`config.mk`:
```
export PLATFORM = sky130hd
export DESIGN_NAME = debounced_cadence_rate_meter_flat
export DESIGN_NICKNAME = d
export VERILOG_FILES = /design/src/rtl/dcrm_pkg.sv /design/src/rtl/dcrm_if.sv /design/src/rtl/dcrm_debounce.sv /design/src/rtl/dcrm_serial.sv /design/src/rtl/dcrm_div.sv /design/src/rtl/debounced_cadence_rate_meter.sv /design/src/flat_wrapper.sv
export SDC_FILE = /design/constraint.sdc
export NUM_CORES = 1
export LEC_CHECK = 0
export BUFFER_PORTS_ARGS = -buffer_cell sky130_fd_sc_hd__buf_2
export CORE_ASPECT_RATIO = 1.5
export CORE_UTILIZATION = 35
export CTS_BUF_LIST = sky130_fd_sc_hd__clkbuf_4 sky130_fd_sc_hd__clkbuf_8 sky130_fd_sc_hd__clkbuf_16
export DETAILED_ROUTE_END_ITERATION = 12
export PLACE_DENSITY = 0.53
export SLEW_MARGIN = 20
export SYNTH_ARGS = -nofsm -noshare
export SYNTH_HDL_FRONTEND = slang
export SYNTH_HIERARCHICAL = 1
export SYNTH_SLANG_ARGS = --single-unit
```
`constraint.sdc`:
```
create_clock -name clk -period 4.6 [get_ports clk]
set_input_delay 1.15 -clock clk [delete_from_list [all_inputs] [get_ports clk]]
set_output_delay 1.15 -clock clk [all_outputs]
set_load 0.005 [all_outputs]
```
`src/rtl/dcrm_pkg.sv`:
```
package dcrm_pkg;

  // Time stamps, elapsed times and periods are this wide and wrap modulo 2^TIME_W.
  localparam int TIME_W     = 32;
  localparam int CNT_W      = $clog2(TIME_W);
  localparam int PERIOD_W   = 32;

  // Rate result and the constant dividend of the rate division.
  localparam int RATE_W     = 20;
  localparam int DIV_CNT_W  = $clog2(RATE_W);
  localparam logic [RATE_W-1:0] RATE_SCALE = RATE_W'(1000000);

  // Configuration register widths and reset values.
  localparam int THR_W      = 8;
  localparam int STALL_W    = 16;
  localparam int INTERVAL_W = 10;
  localparam int CFG_IDX_W  = 2;
  localparam int CFG_DATA_W = 16;

  localparam logic [THR_W-1:0]      THRESHOLD_RESET = THR_W'(5);
  localparam logic [STALL_W-1:0]    STALL_RESET     = STALL_W'(3000);
  localparam logic [INTERVAL_W-1:0] INTERVAL_RESET  = INTERVAL_W'(50);

  // Register indexes on the configuration channel.
  typedef enum logic [CFG_IDX_W-1:0] {
    REG_THRESHOLD = 2'd0,
    REG_STALL     = 2'd1,
    REG_INTERVAL  = 2'd2
  } cfg_reg_t;

  // Sequencer states of the top level.
  typedef enum logic [1:0] {
    S_IDLE,
    S_SERIAL,
    S_DIVIDE,
    S_DONE
  } state_t;

  // Debounce status for the current item.
  typedef struct packed {
    logic level;
    logic fell;
  } deb_t;

  // Comparison results gathered during the serial pass over the time words.
  typedef struct packed {
    logic gt_cap;     // elapsed > captured period
    logic gt_stall;   // elapsed > stall timeout
    logic el_gt_k;    // elapsed > rate scale
    logic cap_gt_k;   // captured period > rate scale
    logic el_nz;      // elapsed is nonzero
    logic cap_nz;     // captured period is nonzero
  } ser_flags_t;

  // Period as reported: saturates when the time word is wider than the field.
  function automatic logic [PERIOD_W-1:0] sat_period(input logic [TIME_W-1:0] v);
    logic [TIME_W-1:0] upper;
    upper = v >> PERIOD_W;
    if (upper != '0) begin
      return '1;
    end
    return PERIOD_W'(v);
  endfunction

endpackage

```
`src/rtl/dcrm_if.sv`:
```
// Sample channel: one raw level per item.
interface dcrm_in_if;
  import dcrm_pkg::*;
  logic valid;
  logic ready;
  logic raw_level;

  modport source (output valid, output raw_level, input ready);
  modport sink   (input valid, input raw_level, output ready);
endinterface

// Result channel: one result item per sample item.
interface dcrm_out_if;
  import dcrm_pkg::*;
  logic                valid;
  logic                ready;
  logic                clean_level;
  logic                falling_edge;
  logic [PERIOD_W-1:0] period_ms;
  logic [RATE_W-1:0]   rate_millihertz;
  logic                rate_updated;

  modport source (output valid, output clean_level, output falling_edge, output period_ms,
                  output rate_millihertz, output rate_updated, input ready);
  modport sink   (input valid, input clean_level, input falling_edge, input period_ms,
                  input rate_millihertz, input rate_updated, output ready);
endinterface

// Configuration write channel.
interface dcrm_cfg_if;
  import dcrm_pkg::*;
  logic                  valid;
  logic                  ready;
  logic [CFG_IDX_W-1:0]  index;
  logic [CFG_DATA_W-1:0] data;

  modport source (output valid, output index, output data, input ready);
  modport sink   (input valid, input index, input data, output ready);
endinterface

```
`src/rtl/dcrm_debounce.sv`:
```
module dcrm_debounce (
  input  logic                       clk,
  input  logic                       rst,
  input  logic                       step,
  input  logic                       raw_level,
  input  logic [dcrm_pkg::THR_W-1:0] threshold,
  output dcrm_pkg::deb_t             deb
);
  import dcrm_pkg::*;

  logic [THR_W-1:0] integrator;
  logic [THR_W-1:0] integrator_next;
  logic             level;
  logic             level_next;
  logic             fell;

  // Up/down integrator with hysteresis: the level only moves at the ends of the range.
  always_comb begin
    integrator_next = integrator;
    level_next      = level;
    if (!raw_level) begin
      if (integrator < threshold) begin
        integrator_next = integrator + THR_W'(1);
      end else begin
        level_next = 1'b1;
      end
    end else begin
      if (integrator != '0) begin
        integrator_next = integrator - THR_W'(1);
      end else begin
        level_next = 1'b0;
      end
    end
  end

  // The state advances once per accepted item.
  always_ff @(posedge clk) begin
    if (rst) begin
      integrator <= '0;
      level      <= 1'b0;
      fell       <= 1'b0;
    end else if (step) begin
      integrator <= integrator_next;
      level      <= level_next;
      fell       <= level & ~level_next;
    end
  end

  assign deb.level = level;
  assign deb.fell  = fell;

endmodule

```
`src/rtl/dcrm_serial.sv`:
```
module dcrm_serial (
  input  logic                          clk,
  input  logic                          rst,
  input  logic                          start,
  input  logic                          fell,
  input  logic [dcrm_pkg::STALL_W-1:0]  stall_timeout,
  output dcrm_pkg::ser_flags_t          flags,
  output logic [dcrm_pkg::RATE_W-1:0]   divisor,
  output logic [dcrm_pkg::PERIOD_W-1:0] period,
  output logic                          done
);
  import dcrm_pkg::*;

  // Time words rotate right one bit per cycle, least significant bit first.
  logic [TIME_W-1:0]  tick_q;
  logic [TIME_W-1:0]  edge_q;
  logic [TIME_W-1:0]  cap_q;
  logic [TIME_W-1:0]  el_q;
  logic [STALL_W-1:0] stall_sr;
  logic [RATE_W-1:0]  k_sr;
  logic [CNT_W-1:0]   cnt;
  logic               busy;
  logic               borrow;
  logic               carry;
  ser_flags_t         flags_next;

  logic t_bit;
  logic e_bit;
  logic d_bit;
  logic borrow_next;
  logic el_bit;
  logic cap_bit;
  logic edge_bit;
  logic tick_bit;
  logic carry_next;
  logic last;

  // One bit of time - edge, the period capture, the time increment and the compares.
  always_comb begin
    t_bit       = tick_q[0];
    e_bit       = edge_q[0];
    d_bit       = t_bit ^ e_bit ^ borrow;
    borrow_next = (~t_bit & e_bit) | (~(t_bit ^ e_bit) & borrow);
    el_bit      = fell ? 1'b0 : d_bit;
    cap_bit     = fell ? d_bit : cap_q[0];
    edge_bit    = fell ? t_bit : e_bit;
    tick_bit    = t_bit ^ carry;
    carry_next  = t_bit & carry;
    last        = (cnt == CNT_W'(TIME_W - 1));

    // A higher bit that differs overrides what the lower bits decided.
    flags_next          = flags;
    flags_next.gt_cap   = (el_bit != cap_bit)     ? el_bit  : flags.gt_cap;
    flags_next.gt_stall = (el_bit != stall_sr[0]) ? el_bit  : flags.gt_stall;
    flags_next.el_gt_k  = (el_bit != k_sr[0])     ? el_bit  : flags.el_gt_k;
    flags_next.cap_gt_k = (cap_bit != k_sr[0])    ? cap_bit : flags.cap_gt_k;
    flags_next.el_nz    = flags.el_nz | el_bit;
    flags_next.cap_nz   = flags.cap_nz | cap_bit;
  end

  // Control of the pass.
  always_ff @(posedge clk) begin
    if (rst) begin
      busy <= 1'b0;
      done <= 1'b0;
      cnt  <= '0;
    end else begin
      done <= busy & last;
      if (start) begin
        busy <= 1'b1;
        cnt  <= '0;
      end else if (busy) begin
        cnt <= cnt + CNT_W'(1);
        if (last) begin
          busy <= 1'b0;
        end
      end
    end
  end

  // Time state, reset to zero.
  always_ff @(posedge clk) begin
    if (rst) begin
      tick_q <= '0;
      edge_q <= '0;
      cap_q  <= '0;
    end else if (busy) begin
      tick_q <= {tick_bit, tick_q[TIME_W-1:1]};
      edge_q <= {edge_bit, edge_q[TIME_W-1:1]};
      cap_q  <= {cap_bit, cap_q[TIME_W-1:1]};
    end
  end

  // Working registers of the pass.
  always_ff @(posedge clk) begin
    if (start) begin
      borrow   <= 1'b0;
      carry    <= 1'b1;
      stall_sr <= stall_timeout;
      k_sr     <= RATE_SCALE;
      flags    <= '0;
    end else if (busy) begin
      borrow   <= borrow_next;
      carry    <= carry_next;
      stall_sr <= {1'b0, stall_sr[STALL_W-1:1]};
      k_sr     <= {1'b0, k_sr[RATE_W-1:1]};
      flags    <= flags_next;
      el_q     <= {el_bit, el_q[TIME_W-1:1]};
    end
  end

  assign divisor = flags.gt_cap ? RATE_W'(el_q) : RATE_W'(cap_q);
  assign period  = sat_period(cap_q);

endmodule

```
`src/rtl/dcrm_div.sv`:
```
module dcrm_div (
  input  logic                        clk,
  input  logic                        rst,
  input  logic                        start,
  input  logic [dcrm_pkg::RATE_W-1:0] divisor,
  output logic [dcrm_pkg::RATE_W-1:0] quotient,
  output logic                        done
);
  import dcrm_pkg::*;

  logic [RATE_W-1:0]    dvd;
  logic [RATE_W-1:0]    rem;
  logic [RATE_W-1:0]    dsr;
  logic [DIV_CNT_W-1:0] cnt;
  logic                 busy;
  logic [RATE_W:0]      trial;
  logic [RATE_W:0]      diff;
  logic                 q_bit;
  logic                 last;

  // Restoring step: bring down one dividend bit and try to subtract.
  always_comb begin
    trial = {rem, dvd[RATE_W-1]};
    diff  = trial - {1'b0, dsr};
    q_bit = ~diff[RATE_W];
    last  = (cnt == DIV_CNT_W'(RATE_W - 1));
  end

  always_ff @(posedge clk) begin
    if (rst) begin
      busy <= 1'b0;
      done <= 1'b0;
      cnt  <= '0;
    end else begin
      done <= busy & last;
      if (start) begin
        busy <= 1'b1;
        cnt  <= '0;
      end else if (busy) begin
        cnt <= cnt + DIV_CNT_W'(1);
        if (last) begin
          busy <= 1'b0;
        end
      end
    end
  end

  // Quotient bits shift in most significant first.
  always_ff @(posedge clk) begin
    if (start) begin
      dvd      <= RATE_SCALE;
      rem      <= '0;
      dsr      <= divisor;
      quotient <= '0;
    end else if (busy) begin
      dvd      <= {dvd[RATE_W-2:0], 1'b0};
      rem      <= q_bit ? diff[RATE_W-1:0] : trial[RATE_W-1:0];
      quotient <= {quotient[RATE_W-2:0], q_bit};
    end
  end

endmodule

```
`src/rtl/debounced_cadence_rate_meter.sv`:
```
// Channel   | Dir | Fields                                                        | Handshake
// samples   | in  | raw_level                                                     | valid/ready
// results   | out | clean_level, falling_edge, period_ms, rate_millihertz,
//           |     | rate_updated                                                  | valid/ready
// cfg       | in  | index, data (0 threshold, 1 stall timeout, 2 calc interval)   | valid/ready
//
// Each item runs the bit-serial pass over the time words and, when a rate is computed, the
// restoring divider, which gives one quotient bit per cycle. One item is in work at a time.
// Reset (rst, synchronous) clears the time state, the debounce, the rate and loads the
// register reset values. The result register lets a new item be accepted while the last
// result waits; a stalled result holds the block before it writes the next one.
module debounced_cadence_rate_meter (
  input logic         clk,
  input logic         rst,
  dcrm_in_if.sink     samples,
  dcrm_out_if.source  results,
  dcrm_cfg_if.sink    cfg
);
  import dcrm_pkg::*;

  state_t state;
  state_t state_next;

  logic [THR_W-1:0]      threshold;
  logic [STALL_W-1:0]    stall_timeout;
  logic [INTERVAL_W-1:0] calc_interval;
  logic [INTERVAL_W-1:0] calc_countdown;
  logic                  do_calc;
  logic [RATE_W-1:0]     rate_value;

  logic                  accept;
  logic                  in_ready;
  logic                  div_start;
  logic                  rate_clear;
  logic                  rate_load;
  logic                  out_load;
  logic                  out_valid;
  logic                  rate_zero;

  deb_t                  deb;
  ser_flags_t            flags;
  logic [RATE_W-1:0]     divisor;
  logic [PERIOD_W-1:0]   period;
  logic                  ser_done;
  logic [RATE_W-1:0]     quotient;
  logic                  div_done;

  assign accept     = samples.valid & in_ready;
  assign cfg.ready  = 1'b1;

  // Stalled, zero or too large divisors all give a rate of zero.
  assign rate_zero = flags.gt_stall | ~(flags.el_nz | flags.cap_nz) |
                     (flags.gt_cap ? flags.el_gt_k : flags.cap_gt_k);

  dcrm_debounce u_debounce (
    .clk       (clk),
    .rst       (rst),
    .step      (accept),
    .raw_level (samples.raw_level),
    .threshold (threshold),
    .deb       (deb)
  );

  dcrm_serial u_serial (
    .clk           (clk),
    .rst           (rst),
    .start         (accept),
    .fell          (deb.fell),
    .stall_timeout (stall_timeout),
    .flags         (flags),
    .divisor       (divisor),
    .period        (period),
    .done          (ser_done)
  );

  dcrm_div u_div (
    .clk      (clk),
    .rst      (rst),
    .start    (div_start),
    .divisor  (divisor),
    .quotient (quotient),
    .done     (div_done)
  );

  // Configuration registers.
  always_ff @(posedge clk) begin
    if (rst) begin
      threshold     <= THRESHOLD_RESET;
      stall_timeout <= STALL_RESET;
      calc_interval <= INTERVAL_RESET;
    end else if (cfg.valid) begin
      case (cfg.index)
        REG_THRESHOLD: threshold     <= cfg.data[THR_W-1:0];
        REG_STALL:     stall_timeout <= cfg.data[STALL_W-1:0];
        REG_INTERVAL:  calc_interval <= cfg.data[INTERVAL_W-1:0];
        default: ;
      endcase
    end
  end

  // Next state.
  always_comb begin
    state_next = state;
    case (state)
      S_IDLE: begin
        if (samples.valid) begin
          state_next = S_SERIAL;
        end
      end
      S_SERIAL: begin
        if (ser_done) begin
          state_next = (do_calc && !rate_zero) ? S_DIVIDE : S_DONE;
        end
      end
      S_DIVIDE: begin
        if (div_done) begin
          state_next = S_DONE;
        end
      end
      S_DONE: begin
        if (!out_valid || results.ready) begin
          state_next = S_IDLE;
        end
      end
      default: state_next = S_IDLE;
    endcase
  end

  // Controls decoded from the state.
  always_comb begin
    in_ready   = 1'b0;
    div_start  = 1'b0;
    rate_clear = 1'b0;
    rate_load  = 1'b0;
    out_load   = 1'b0;
    case (state)
      S_IDLE:   in_ready = 1'b1;
      S_SERIAL: begin
        div_start  = ser_done & do_calc & ~rate_zero;
        rate_clear = ser_done & do_calc & rate_zero;
      end
      S_DIVIDE: rate_load = div_done;
      S_DONE:   out_load  = ~out_valid | results.ready;
      default: ;
    endcase
  end

  assign samples.ready = in_ready;

  always_ff @(posedge clk) begin
    if (rst) begin
      state <= S_IDLE;
    end else begin
      state <= state_next;
    end
  end

  // Countdown between rate computations; an interval of zero acts as one.
  always_ff @(posedge clk) begin
    if (rst) begin
      calc_countdown <= '0;
      do_calc        <= 1'b0;
    end else if (accept) begin
      do_calc <= (calc_countdown == '0);
      if (calc_countdown == '0) begin
        calc_countdown <= (calc_interval == '0) ? '0 : calc_interval - INTERVAL_W'(1);
      end else begin
        calc_countdown <= calc_countdown - INTERVAL_W'(1);
      end
    end
  end

  // Held rate value.
  always_ff @(posedge clk) begin
    if (rst) begin
      rate_value <= '0;
    end else if (rate_clear) begin
      rate_value <= '0;
    end else if (rate_load) begin
      rate_value <= quotient;
    end
  end

  // Result register.
  always_ff @(posedge clk) begin
    if (rst) begin
      out_valid <= 1'b0;
    end else if (out_load) begin
      out_valid <= 1'b1;
    end else if (results.ready) begin
      out_valid <= 1'b0;
    end
  end

  always_ff @(posedge clk) begin
    if (out_load) begin
      results.clean_level     <= deb.level;
      results.falling_edge    <= deb.fell;
      results.period_ms       <= period;
      results.rate_millihertz <= rate_value;
      results.rate_updated    <= do_calc;
    end
  end

  assign results.valid = out_valid;

endmodule

```
`src/flat_wrapper.sv`:
```
// flat-port wrapper written by rule: the top's interface ports become plain ports
module debounced_cadence_rate_meter_flat import dcrm_pkg::*;
  (clk, rst, samples_valid, samples_raw_level, samples_ready, results_valid, results_clean_level, results_falling_edge, results_period_ms, results_rate_millihertz, results_rate_updated, results_ready, cfg_valid, cfg_index, cfg_data, cfg_ready);
  dcrm_in_if samples_i ();
  dcrm_out_if results_i ();
  dcrm_cfg_if cfg_i ();
  input logic clk;
  input logic rst;
  input wire logic [$bits(samples_i.valid)-1:0] samples_valid;
  input wire logic [$bits(samples_i.raw_level)-1:0] samples_raw_level;
  output wire logic [$bits(samples_i.ready)-1:0] samples_ready;
  output wire logic [$bits(results_i.valid)-1:0] results_valid;
  output wire logic [$bits(results_i.clean_level)-1:0] results_clean_level;
  output wire logic [$bits(results_i.falling_edge)-1:0] results_falling_edge;
  output wire logic [$bits(results_i.period_ms)-1:0] results_period_ms;
  output wire logic [$bits(results_i.rate_millihertz)-1:0] results_rate_millihertz;
  output wire logic [$bits(results_i.rate_updated)-1:0] results_rate_updated;
  input wire logic [$bits(results_i.ready)-1:0] results_ready;
  input wire logic [$bits(cfg_i.valid)-1:0] cfg_valid;
  input wire logic [$bits(cfg_i.index)-1:0] cfg_index;
  input wire logic [$bits(cfg_i.data)-1:0] cfg_data;
  output wire logic [$bits(cfg_i.ready)-1:0] cfg_ready;
  assign samples_i.valid = samples_valid;
  assign samples_i.raw_level = samples_raw_level;
  assign samples_ready = samples_i.ready;
  assign results_valid = results_i.valid;
  assign results_clean_level = results_i.clean_level;
  assign results_falling_edge = results_i.falling_edge;
  assign results_period_ms = results_i.period_ms;
  assign results_rate_millihertz = results_i.rate_millihertz;
  assign results_rate_updated = results_i.rate_updated;
  assign results_i.ready = results_ready;
  assign cfg_i.valid = cfg_valid;
  assign cfg_i.index = cfg_index;
  assign cfg_i.data = cfg_data;
  assign cfg_ready = cfg_i.ready;
  debounced_cadence_rate_meter u_core (.clk(clk), .rst(rst), .samples(samples_i), .results(results_i), .cfg(cfg_i));
endmodule
```
==> summary.txt <==
Logic synthesis
  • Most numerous cell in the Yosys netlist: dfxtp_1
  • Synth Register Bits: 393
  • Ys async rst share: 0
  • Sequential share of the synthesized area: 0.5585
  • Largest family of logic cells by synthesized area: simple AND/OR/NAND/NOR gates
  • Synthesized cell area: 16290 um^2
  • Yosys top cell area share: 0.3318
  • Synth unique cells: 82
  • Post-synthesis mux area share: 0.1297
  • Yosys warns: 6
  • Largest cells by area after synthesis: dfxtp_1 33%, edfxtp_1 23%, mux2i_1 10%, nor2_1 4.4%, ha_1 3.3%
  • Synth Flop Type: dfxtp_1
  • Post-synth net total: 1558
  • Post-synth EDFFs: 123
  • Syn_area_per_cell: 10.95 um^2
  • Area share of fa/ha/maj cells after synthesis: 0.03671
  • Synth Area in Compound Gates: 0.08655
  • Post-Synth Simple-Gate Area: 0.1329
  • Top cells by count, synth: 270 x dfxtp_1, 191 x nor2_1, 168 x mux2i_1, 135 x nand2_1, 123 x edfxtp_1
  • Yosys top cell by area: dfxtp_1
  • XOR/XNOR Fraction of Synth Area: 0.01567
  • Post-synthesis cell count: 1488

Floorplanning
  • Die Y: 266.2 um
  • Core area: 45880 um^2
  • I/O pin total: 82
  • Starting density of the core: 0.3551
  • Die Area: 47430 um^2
  • Die width: 178.2 um
  • Row cnt: 96

Global routing
  • Pin count of the biggest net entering global routing: 80
  • Overall routing resource usage: 0.1356
  • Initial antenna violation count: 1
  • Vias in the first global route: 10.20k
  • First-pass GRT wire length: 52050 um
  • Grt total ovfl: 0

Power
  • Reg power frac: 0.447
  • Power per cell area: 518.5 nW/um^2
  • P_leak: 7.076 nW
  • Logic pwr share: 0.204
  • Net Sw Frac: 0.2829
  • Worst vdd ir: 0.4397 mV
  • Clock power share: 0.349
  • P_sw: 2.717 mW
  • Int Power: 6.888 mW

Min path
  • Hold crit path type: reg2reg
  • Hold_sp: u_core/u_serial/el_q[24]$_DFFE_PP_

Layout
  • Final Non-Filler Cells: 2162
  • Util after Layout: 0.4037
  • Fill count: 4529
  • Cell area after layout: 18520 um^2
  • NumNets Final: 1611
  • Multi-input gate area: 6563 um^2
  • Register area: 9104 um^2
  • Area Overhead vs Synth: 13.69%
  • Fraction of final layout cells sized beyond drive strength 1: 0.1508

Worst setup path
  • CP required: 5070 ps
  • CP dominant cell by count: inv_1
  • Launch point of the worst reg-to-reg path: u_core/u_div/dvd[19]$_SDFFE_PP1P_
  • CP Launch Point: u_core/u_div/dvd[19]$_SDFFE_PP1P_
  • WP buf/inv: 2
  • Crit Path Class: reg2reg
  • Crit. End Element: flop
  • CP max stage delay: 770 ps
  • Reg2reg setup slack: 1240 ps
  • CP delay by family, top: compound AO/OA/AOI/OAI gates
  • CP max FO: 27
  • Critical path startpoint category: flop
  • WP data arrival: 3820 ps
  • Cell Chain, Critical Path: inv_1, ha_1, inv_1, fa_1, a21o_1, a221o_2, a21oi_2, o41ai_4, xor2_4, o311ai_1, a311oi_1
  • Slowest stage cell, crit path: xor2_4

CTS
  • Post-CTS Resized: 0
  • CTS tree: built
  • Clock transition at path regs: 60 ps
  • H-tree levels: 2
  • TritonCTS Buffers: 40
  • Clock buffer depth: 3
  • Clk sink count: 393
  • Worst skew pair latency: 560 ps
  • Clk root buf: clkbuf_16
  • Total setup buffers inserted after CTS: 0
  • Hold buffer count at cts: 0

STA
  • Worst relative slew slack: 0.3529
  • Tightest Pin Transition: 970.6 ps
  • Slew Limit Fails: 0
  • Final Hold Fails: 0
  • Hold Slack: 397.3 ps
  • Max frequency: 0.2980 GHz
  • Crit path time final: 3356 ps
  • Setup TNS: 0 ps
  • Final setup violation count: 0
  • Final period utilization: 0.7295
  • RSZ-0062 raised after global routing: no
  • Worst Clk Skew: 30.44 ps

Run
  • # Max-Cap Violations: 0

Detailed routing
  • Via/cell ratio: 4.852
  • 1st-pass router iterations: 4
  • Routed Antenna Nets: 0
  • DR DRC count: 0
  • Via count: 10.49k
  • Wirelength, routed: 31660 um
  • Average wire per standard cell: 14.65 um
  • Initial drt markers: 377

Place
  • # placed instances: 2087
  • Gpl congestion: 0.8194
  • Port Buffers: 80
  • Dpl cell area: 17130 um^2
  • DP HPWL: 20940 um

Outcome
  • Status: finished clean
## cell families after synthesis
logic type                 count (synthesis)
AOI/OAI and AO/OA                        217
xor gates and xnor gates                  27
adders and majority gates                 46
buffers and inverters                    131
DFF                                      393
muxes                                    206
other                                      1
and+or+nand+nor                          467
## sequential cells by signal, indices dropped and copies added (netlist names), 8 cells and up
name	count
u_core/u_serial/k_sr	20
u_core/calc_countdown	10
u_core/threshold	8
u_core/u_div/dvd	14
u_core/stall_timeout	16
u_core/results.period_ms	32
u_core/u_serial/edge_q	32
u_core/u_div/dsr	20
u_core/u_div/rem	20
u_core/u_div/quotient	20
u_core/rate_value	20
u_core/u_serial/period	32
u_core/u_serial/tick_q	32
u_core/u_serial/el_q	32
u_core/calc_interval	10
u_core/u_serial/stall_sr	16
u_core/results.rate_millihertz	20
u_core/u_debounce/integrator	8
## layer usage
layer | track usage | vias to the layer above | share of wire
li1 | - | 5342 | -
met1 | 0.1588 | 4951 | 0.43
met2 | 0.2463 | 150 | 0.51
met3 | 0.02426 | 46 | 0.034
met4 | 0.04297 | 0 | 0.023
met5 | 0 | - | 0
## power by group through the flow
stage	registers, mW	clock network [mW]	logic [mW]
final	4.29	3.36	1.96
after global routing	4.35	3.59	2.19
after CTS	4.30	3.48	1.98
after detailed placement	4.37	0	1.97
after global placement	4.36	0	1.93
after floorplan	4.24	0	1.72
## worst paths after layout
check,end,depth (start not counted)
max,u_core/u_div/rem[15]$_SDFFE_PP0P_,11
min,u_core/u_serial/el_q[23]$_DFFE_PP_,0
max reg2reg,u_core/u_div/rem[15]$_SDFFE_PP0P_,11
min reg2reg,u_core/u_serial/el_q[23]$_DFFE_PP_,0
## stage by stage
stage	power, mW	setup WS [ps]
6_report	9.604	1244
5_1_grt	10.13	1025
2_1_floorplan	5.965	393.3
4_1_cts	9.762	1196
3_5_place_dp	6.341	1194
3_3_place_gp	6.298	1264
## placed cells by master (no fill, tap or decap), drive strengths merged, types with 19 or more instances in the layout
cell type | Yosys | final
mux2i | 168 | 168
edfxtp | 123 | 123
buf | 49 | 91
ha | 43 | 43
clkbuf | 31 | 58
dfxtp | 270 | 270
o21ai | 35 | 35
a21oi | 89 | 89
xor2 | 19 | 19
nor2b | 20 | 20
nor2 | 192 | 192
nand2 | 136 | 136
mux2 | 38 | 38
inv | 50 | 54
nor3 | 26 | 26
## final cells by class
type / count / area share
Clock buffer: 58 / 0.06586
Antenna cell: 2 / 0.0002702
Tap cell: 588 / 0.03972
Timing Repair Buffer: 91 / 0.02891
Multi-Input combinational cell: 964 / 0.3543
Sequential cell: 393 / 0.4915
Inverter: 51 / 0.01034
Clock inverter: 15 / 0.009119
Power figures use the tool's default switching activity.
